### src/rtl/utf8d_pkg.sv
// ----------------------------------------------------------------------------
// utf8d_pkg
// Types and constants shared by the UTF-8 decoder modules.
// ----------------------------------------------------------------------------
package utf8d_pkg;

	localparam int unsigned BYTE_W = 8;
	localparam int unsigned CP_W   = 21;
	localparam int unsigned REM_W  = 2;

	typedef logic [BYTE_W-1:0] byte_t;
	typedef logic [CP_W-1:0]   cp_t;
	typedef logic [REM_W-1:0]  rem_t;

	// decoder state carried between beats
	typedef struct packed {
		logic in_seq;
		rem_t rem;
		cp_t  partial;
	} dec_state_t;

	// result of one beat
	typedef struct packed {
		logic emit;
		logic invalid;
		cp_t  code_point;
	} dec_result_t;

endpackage

### src/rtl/utf8_to_code_point_decoder.sv
// ----------------------------------------------------------------------------
// utf8_to_code_point_decoder
// Streams UTF-8 bytes in, gives code points (or an invalid mark) out.
// ----------------------------------------------------------------------------
//  channel | handshake          | payload
//  --------+--------------------+---------------------------
//  in      | in_valid/in_ready  | data_byte, end_of_buffer
//  out     | out_valid/out_ready| code_point, invalid
//
// One byte per cycle sustained while the output is not stalled; a beat lands
// in the input register, is decoded combinationally against the held state,
// and any result it yields is registered in the output register that drives
// out_valid, code_point and invalid.
// Reset clears the sequence state and both valid flags.
// A stalled result holds the input register; input stalls once it fills.
// ----------------------------------------------------------------------------
module utf8_to_code_point_decoder (
	input  logic              clk,
	input  logic              arst_n,
	input  logic              in_valid,
	output logic              in_ready,
	input  utf8d_pkg::byte_t  data_byte,
	input  logic              end_of_buffer,
	output logic              out_valid,
	input  logic              out_ready,
	output utf8d_pkg::cp_t    code_point,
	output logic              invalid
);
	import utf8d_pkg::*;

	logic        valid_s1;
	byte_t       data_s1;
	logic        eob_s1;
	dec_state_t  state_q;
	dec_state_t  state_nxt;
	dec_result_t res;
	logic        out_valid_q;
	cp_t         code_point_q;
	logic        invalid_q;
	logic        adv;

	assign adv      = !out_valid_q || out_ready;
	assign in_ready = !valid_s1 || adv;

	utf8d_step u_step (
		.data (data_s1),
		.eob  (eob_s1),
		.cur  (state_q),
		.nxt  (state_nxt),
		.res  (res)
	);

	always_ff @(posedge clk or negedge arst_n) begin
		if (!arst_n) begin
			valid_s1 <= 1'b0;
		end else if (in_ready) begin
			valid_s1 <= in_valid;
		end
	end

	always_ff @(posedge clk) begin
		if (in_valid && in_ready) begin
			data_s1 <= data_byte;
			eob_s1  <= end_of_buffer;
		end
	end

	always_ff @(posedge clk or negedge arst_n) begin
		if (!arst_n) begin
			state_q     <= '0;
			out_valid_q <= 1'b0;
		end else if (adv) begin
			out_valid_q <= valid_s1 && res.emit;
			if (valid_s1) begin
				state_q <= state_nxt;
			end
		end
	end

	always_ff @(posedge clk) begin
		if (adv && valid_s1 && res.emit) begin
			code_point_q <= res.code_point;
			invalid_q    <= res.invalid;
		end
	end

	assign out_valid  = out_valid_q;
	assign code_point = code_point_q;
	assign invalid    = invalid_q;

endmodule

### src/rtl/utf8d_step.sv
// ----------------------------------------------------------------------------
// utf8d_step
// Next-state and result logic for one byte of the UTF-8 decoder.
// ----------------------------------------------------------------------------
module utf8d_step (
	input  utf8d_pkg::byte_t       data,
	input  logic                   eob,
	input  utf8d_pkg::dec_state_t  cur,
	output utf8d_pkg::dec_state_t  nxt,
	output utf8d_pkg::dec_result_t res
);
	import utf8d_pkg::*;

	rem_t rem_dec;
	cp_t  cont_bits;
	cp_t  merged;

	assign rem_dec = cur.rem - rem_t'(1);
	assign merged  = cur.partial | cont_bits;

	// place the six payload bits by how many continuation beats remain after this one
	always_comb begin
		case (rem_dec)
			2'd0:    cont_bits = {{(CP_W-6){1'b0}}, data[5:0]};
			2'd1:    cont_bits = {{(CP_W-12){1'b0}}, data[5:0], 6'd0};
			default: cont_bits = {{(CP_W-18){1'b0}}, data[5:0], 12'd0};
		endcase
	end

	always_comb begin
		nxt = '0;
		res = '0;
		if (!data[7]) begin
			// ASCII; an open sequence makes it a truncation
			res.emit       = 1'b1;
			res.invalid    = cur.in_seq;
			res.code_point = cur.in_seq ? '0 : {{(CP_W-7){1'b0}}, data[6:0]};
		end else if (data[6]) begin
			// lead byte; abandons any open sequence without reopening
			if (!cur.in_seq) begin
				if (!data[5]) begin
					nxt.in_seq  = 1'b1;
					nxt.rem     = 2'd1;
					nxt.partial = {{(CP_W-11){1'b0}}, data[4:0], 6'd0};
				end else if (!data[4]) begin
					nxt.in_seq  = 1'b1;
					nxt.rem     = 2'd2;
					nxt.partial = {{(CP_W-16){1'b0}}, data[3:0], 12'd0};
				end else if (!data[3]) begin
					nxt.in_seq  = 1'b1;
					nxt.rem     = 2'd3;
					nxt.partial = {data[2:0], 18'd0};
				end
			end
			if (eob) begin
				nxt         = '0;
				res.emit    = 1'b1;
				res.invalid = 1'b1;
			end
		end else begin
			if (cur.in_seq && (cur.rem != '0)) begin
				if (rem_dec == '0) begin
					res.emit       = 1'b1;
					res.code_point = merged;
				end else if (eob) begin
					res.emit    = 1'b1;
					res.invalid = 1'b1;
				end else begin
					nxt.in_seq  = 1'b1;
					nxt.rem     = rem_dec;
					nxt.partial = merged;
				end
			end else if (eob) begin
				// stray continuation at end of buffer
				res.emit    = 1'b1;
				res.invalid = 1'b1;
			end
		end
	end

endmodule

### config.mk
export PLATFORM = sky130hd
export DESIGN_NAME = utf8_to_code_point_decoder
export DESIGN_NICKNAME = d
export VERILOG_FILES = /design/src/rtl/utf8d_pkg.sv /design/src/rtl/utf8_to_code_point_decoder.sv /design/src/rtl/utf8d_step.sv
export SDC_FILE = /design/constraint.sdc
export NUM_CORES = 1
export LEC_CHECK = 0
export BUFFER_PORTS_ARGS = -buffer_cell sky130_fd_sc_hd__buf_2
export CORE_ASPECT_RATIO = 2
export CORE_MARGIN = 2
export CORE_UTILIZATION = 30
export CTS_CLUSTER_DIAMETER = 40
export CTS_CLUSTER_SIZE = 8
export DETAILED_ROUTE_END_ITERATION = 10
export PLACE_DENSITY_LB_ADDON = 0.12
export SYNTH_ARGS = -nofsm -noshare
export SYNTH_HDL_FRONTEND = slang
export SYNTH_HIERARCHICAL = 1
export SYNTH_SLANG_ARGS = --single-unit
### constraint.sdc
create_clock -name clk -period 3.3 [get_ports clk]
set_clock_uncertainty 0.15 [all_clocks]
set_input_delay 0.66 -clock clk [delete_from_list [all_inputs] [get_ports clk]]
set_output_delay 0.66 -clock clk [all_outputs]
set_load 0.01 [all_outputs]
Word level (Yosys, flattened, before mapping)
Index checks and enable logic that the tools add are counted.
- register bits: 57
- latch bits: 0
- memory bits (writable): 0
- ROM bits: 0
- output and inout port bits: 24
- word-level logic and storage cells: 45
- memories: 0
- add/subtract/negate cells: 1
- multiply operators: 0
- div/mod/pow operators: 0
- $lt $le $gt $ge: 0
- equality and inequality tests: 1
- shift-type cells: 0
- mux-type cells: 21
- bitwise gates (word level): 1
- reductions and logical operators: 12
- operator list (kind ; count):
    two-way mux 24 bit ; 10
    two-way mux 21 bit ; 3
    case mux 18 bit (2 select lines) ; 1
    two-way mux 23 bit ; 1
    OR 21 x 18 -> 21 bit ; 1
    two-way mux 7 bit ; 1
    two-way mux 2 bit ; 3
    logical AND 1 bit ; 5
    equality test 2 x 1 -> 1 bit (second input constant) ; 1
    zero test 1 bit ; 2
    zero test 2 bit ; 1
    logical OR 1 bit ; 2
    two-way mux 1 bit ; 2
    AND reduction 2 bit ; 1
    nonzero test 2 bit ; 1
    subtractor 2 x 1 -> 2 bit (second input constant) ; 1

Depth between registers and ports, before layout
- depth in word-level cells: 9
- gate-level depth with buffers: 8
- mapped depth without buffers: 7

Hierarchy
Netlist, hierarchy kept.
- modules (own cells, without submodules) (module ; instances ; cells each ; area each (µm²) ; seq. area each (µm²)):
    utf8_to_code_point_decoder ; 1 ; 92 ; 2028.2 ; 1581.5
    utf8d_step ; 1 ; 126 ; 729.4 ; 0.0

Worst setup path before layout
Ideal clock, no wire load.
- kind: register -> register
- start point: register state_q[21] (netlist bit)
- end point: register code_point_q[0] (netlist: code_point[0]), enable pin
- library setup time: 401 ps
- arrival: 2234 ps
- data required time: 2749 ps
- slack: 515 ps
- stages on the path, launching flop included: 9
- path through: dfrtp_1 -> inv_1 -> ha_1 -> and3b_2 -> buf_2 -> nand2_1 -> nand2_1 -> nand2_1 -> nor2_1
- RTL lines (element ; RTL line ; source):
    start: declaration ; utf8_to_code_point_decoder.sv:34 ; dec_state_t state_q;
    start signal: assignment ; utf8_to_code_point_decoder.sv:75 ; state_q <= state_nxt;
    end signal: assignment ; utf8_to_code_point_decoder.sv:82 ; code_point_q <= res.code_point;
    end: declaration ; utf8_to_code_point_decoder.sv:38 ; cp_t code_point_q;

==> run metrics <==
status=finished, final reports clean; switch share=24.4%; clock sink total=57; antenna cells=0; nets=273; routed vias/inst=4.99; Die X=71.8 µm; chip height=140 µm; port bufs=36; Starting Density=30.8%; Pleak=1.41 nW; Sequential Power Share=42.7%; WP data required=3.15 ns; slew margin rel.=55.3%; pwr/cell area=597 nW/µm²; Post-CTS Setup Inserts=0; die area=10,000 µm²; post-synthesis net count=234; worst-path fanout max=22; Seq/Total Area, Yosys=57.4%; global-route wire length before repair=10,300 µm; Mapped Area=2760 µm²; Yosys warning total=6; RR Startpoint=state_q[21]$_DFFE_PN0P_; Fill cells=922; internal power=1.49 mW; clock share of power=46.4%; Total Routed Length=6170 µm; Initial DRC Count=116; vias in the first global route=1,937; combinational share of power=11.0%; root buffer cell=clkbuf_16; Syn Inst Count=218; GR Util All Layers=13.8%; Avg WL per Cell=16.9 µm; top cell type's share of synthesized area=33.8%; Power Total=1.97 mW; post-CTS sizing=0; r2r setup slk=1.11 ns; synth top area cells=edfxtp_1 (34%), dfrtp_1 (24%), mux2_4 (11%); initial antenna violation count=0; Clock Path Buffers=2; Core Footprint=8950 µm²; GP Congestion=0.758; site row count=49; max-capacitance violation count=0; Reg2Reg Depth=8; Hold Path Class=in2async; Setup CP Type=reg2reg; Crit Reg-Reg Endpoint=code_point[19]$_DFFE_PP_; worst setup path startpoint=state_q[21]$_DFFE_PN0P_; final setup TNS=0 ns; largest net degree at the start of global routing=27; CTS tree=done; via count=1,818; hold buffer count at cts=0; DRC viols=0; tightest hold margin=0.216 ns; Peak VDD IR=239 µV; Fin. Hold Viols=0; H-tree Lvls=3; Worst-Skew Late Latency=0.32 ns; CTS Buf Count=9; Worst-Margin Slew=0.671 ns; area leader, netlist=edfxtp_1; Achievable Freq=457 MHz; endpoints failing setup=0; grt total ovfl=0; Initial DRT Pass Iterations=5; io pins=37; Syn Area/Cell=12.6 µm²; share of layout cells above drive strength 1=37.0%; Post-DP HPWL=4270 µm; Worst EP arrival=2.04 ns; Slew Limit Fails=0; min Tclk post-route=2.19 ns; Distinct cells, synth=39; CP startpoint kind=register; CP Capture Point=code_point[19]$_DFFE_PP_; #FFs+latches synth=57; RSZ-0062 raised after global routing=no; Reg clk slew, reported paths=0.05 ns; area grow syn2layout=19.7%; nature of the critical path endpoint=register; Period Utilization, post-route=66.3%; total net switching power=480 µW; antenna-violating nets left=0
-- area by class of cell --
class                   instances  area [µm²]  share of cell area [%]
clock inverters                 6        57.6                    1.74
clock buffers                  10         239                    7.24
well taps                     102         128                    3.87
flip-flops and latches         57        1580                    47.9
repair buffers                 38         195                    5.91
multi-input cells             146        1080                    32.8
inverters                       5        18.8                   0.568
-- cell usage after synthesis --
| cell | count |
|---|---|
| nor2b_1 | 8 |
| and3b_2 | 1 |
| nand2b_1 | 1 |
| o21ai_0 | 7 |
| a211oi_1 | 4 |
| nor4b_4 | 1 |
| mux2_2 | 4 |
| and3_1 | 3 |
| buf_12 | 2 |
| and2b_2 | 2 |
| o21ai_2 | 1 |
| a21oi_2 | 1 |
| inv_1 | 5 |
| a21boi_0 | 1 |
| and3_2 | 6 |
| nor4b_2 | 1 |
| mux2_4 | 20 |
| nand2_1 | 10 |
| nand4_1 | 1 |
| and4bb_2 | 1 |
| nor2_1 | 30 |
| nor3_1 | 1 |
| buf_4 | 1 |
| a22oi_1 | 1 |
| edfxtp_1 | 31 |
| buf_2 | 3 |
| and2_1 | 2 |
| nand2_4 | 1 |
| clkbuf_1 | 4 |
| nand3_1 | 1 |
| nor2_2 | 1 |
| nand2b_4 | 1 |
| nand3b_1 | 4 |
| a32oi_1 | 3 |
| or2_2 | 1 |
| a31oi_1 | 6 |
| a21oi_1 | 18 |
| ha_1 | 3 |
| dfrtp_1 | 26 |
-- per-stage QoR --
stage          util (%)  setup slack [ns]  instances  area [µm²]
6_report           36.9              1.11        364        3300
5_1_grt            36.9             0.900        364        3300
4_1_cts            36.9              1.07        364        3300
3_5_place_dp       33.6              1.08        348        3010
3_3_place_gp       33.6              1.12        348        3010
2_1_floorplan         -             0.515        218        2760
-- power groups by stage --
stage / combinational, mW / clock (mW) / sequential, mW
after floorplan: 0.149 / 0 / 0.852
after global placement: 0.218 / 0 / 0.854
after detailed placement: 0.220 / 0 / 0.853
after CTS: 0.220 / 0.935 / 0.841
after global routing: 0.241 / 0.964 / 0.846
final: 0.216 / 0.914 / 0.841
-- critical path: stages, from the launching register on --
cell	delay [ns]
dfrtp_1	0.38
inv_1	0.08
ha_1	0.25
and3b_2	0.40
nand2_1	0.08
nand2_1	0.08
nand2_1	0.07
nor2_2	0.08
buf_4	0.29
-- routing by layer --
layer,GRT usage (%),share of wire [%],vias up
met2,22.9,54,42
met4,8.04,1.4,0
met1,15.9,41,903
met5,0,0,-
li1,-,-,867
met3,3.04,3.2,6
-- logic make-up after synthesis --
kind of cell	synth area share [%]
simple gates	16.2
flops	57.4
compound gates	9.12
mux	12.5
buf+inv	3.49
fa+ha+maj	1.36
-- cell usage in the layout, fill, tap and decap left out, types with 2 or more instances in the layout --
master and n:
inv_1 5, a211oi_1 4, and3_2 6, nor2_1 29
dfrtp_1 26, mux2_4 20, a32oi_1 3, clkbuf_16 9
edfxtp_1 31, nand3b_1 4, a21oi_1 18, and2_1 2
nand2_1 10, and2b_2 2, and3_1 3, ha_1 3
nor2_2 2, clkinv_2 4, buf_2 36, a31oi_1 6
nor2b_1 8, buf_4 2, mux2_2 4, o21ai_0 7
-- sequential cells by signal (all words and copies together), names as in the netlist --
name,count
invalid,1
valid_s1,1
eob_s1,1
out_valid,1
code_point,21
state_q,24
data_s1,8
-- how the worst min path moves through the flow --
| stage | from | end | slack [ns] | cells after the start |
|---|---|---|---|---|
| 3_3_place_gp | state_q[9]$_DFFE_PN0P_ | state_q[9]$_DFFE_PN0P_ | 0.35 | 1 |
| 6_report | arst_n | state_q[15]$_DFFE_PN0P_ | 0.22 | 1 |
| 4_1_cts | arst_n | state_q[15]$_DFFE_PN0P_ | 0.24 | 1 |
| 5_1_grt | arst_n | state_q[15]$_DFFE_PN0P_ | 0.27 | 1 |
| 3_5_place_dp | state_q[17]$_DFFE_PN0P_ | state_q[17]$_DFFE_PN0P_ | 0.35 | 1 |
| 2_1_floorplan | arst_n | out_valid$_DFFE_PN0P_ | 0.21 | 0 |
(Power assumes the default switching activity.)
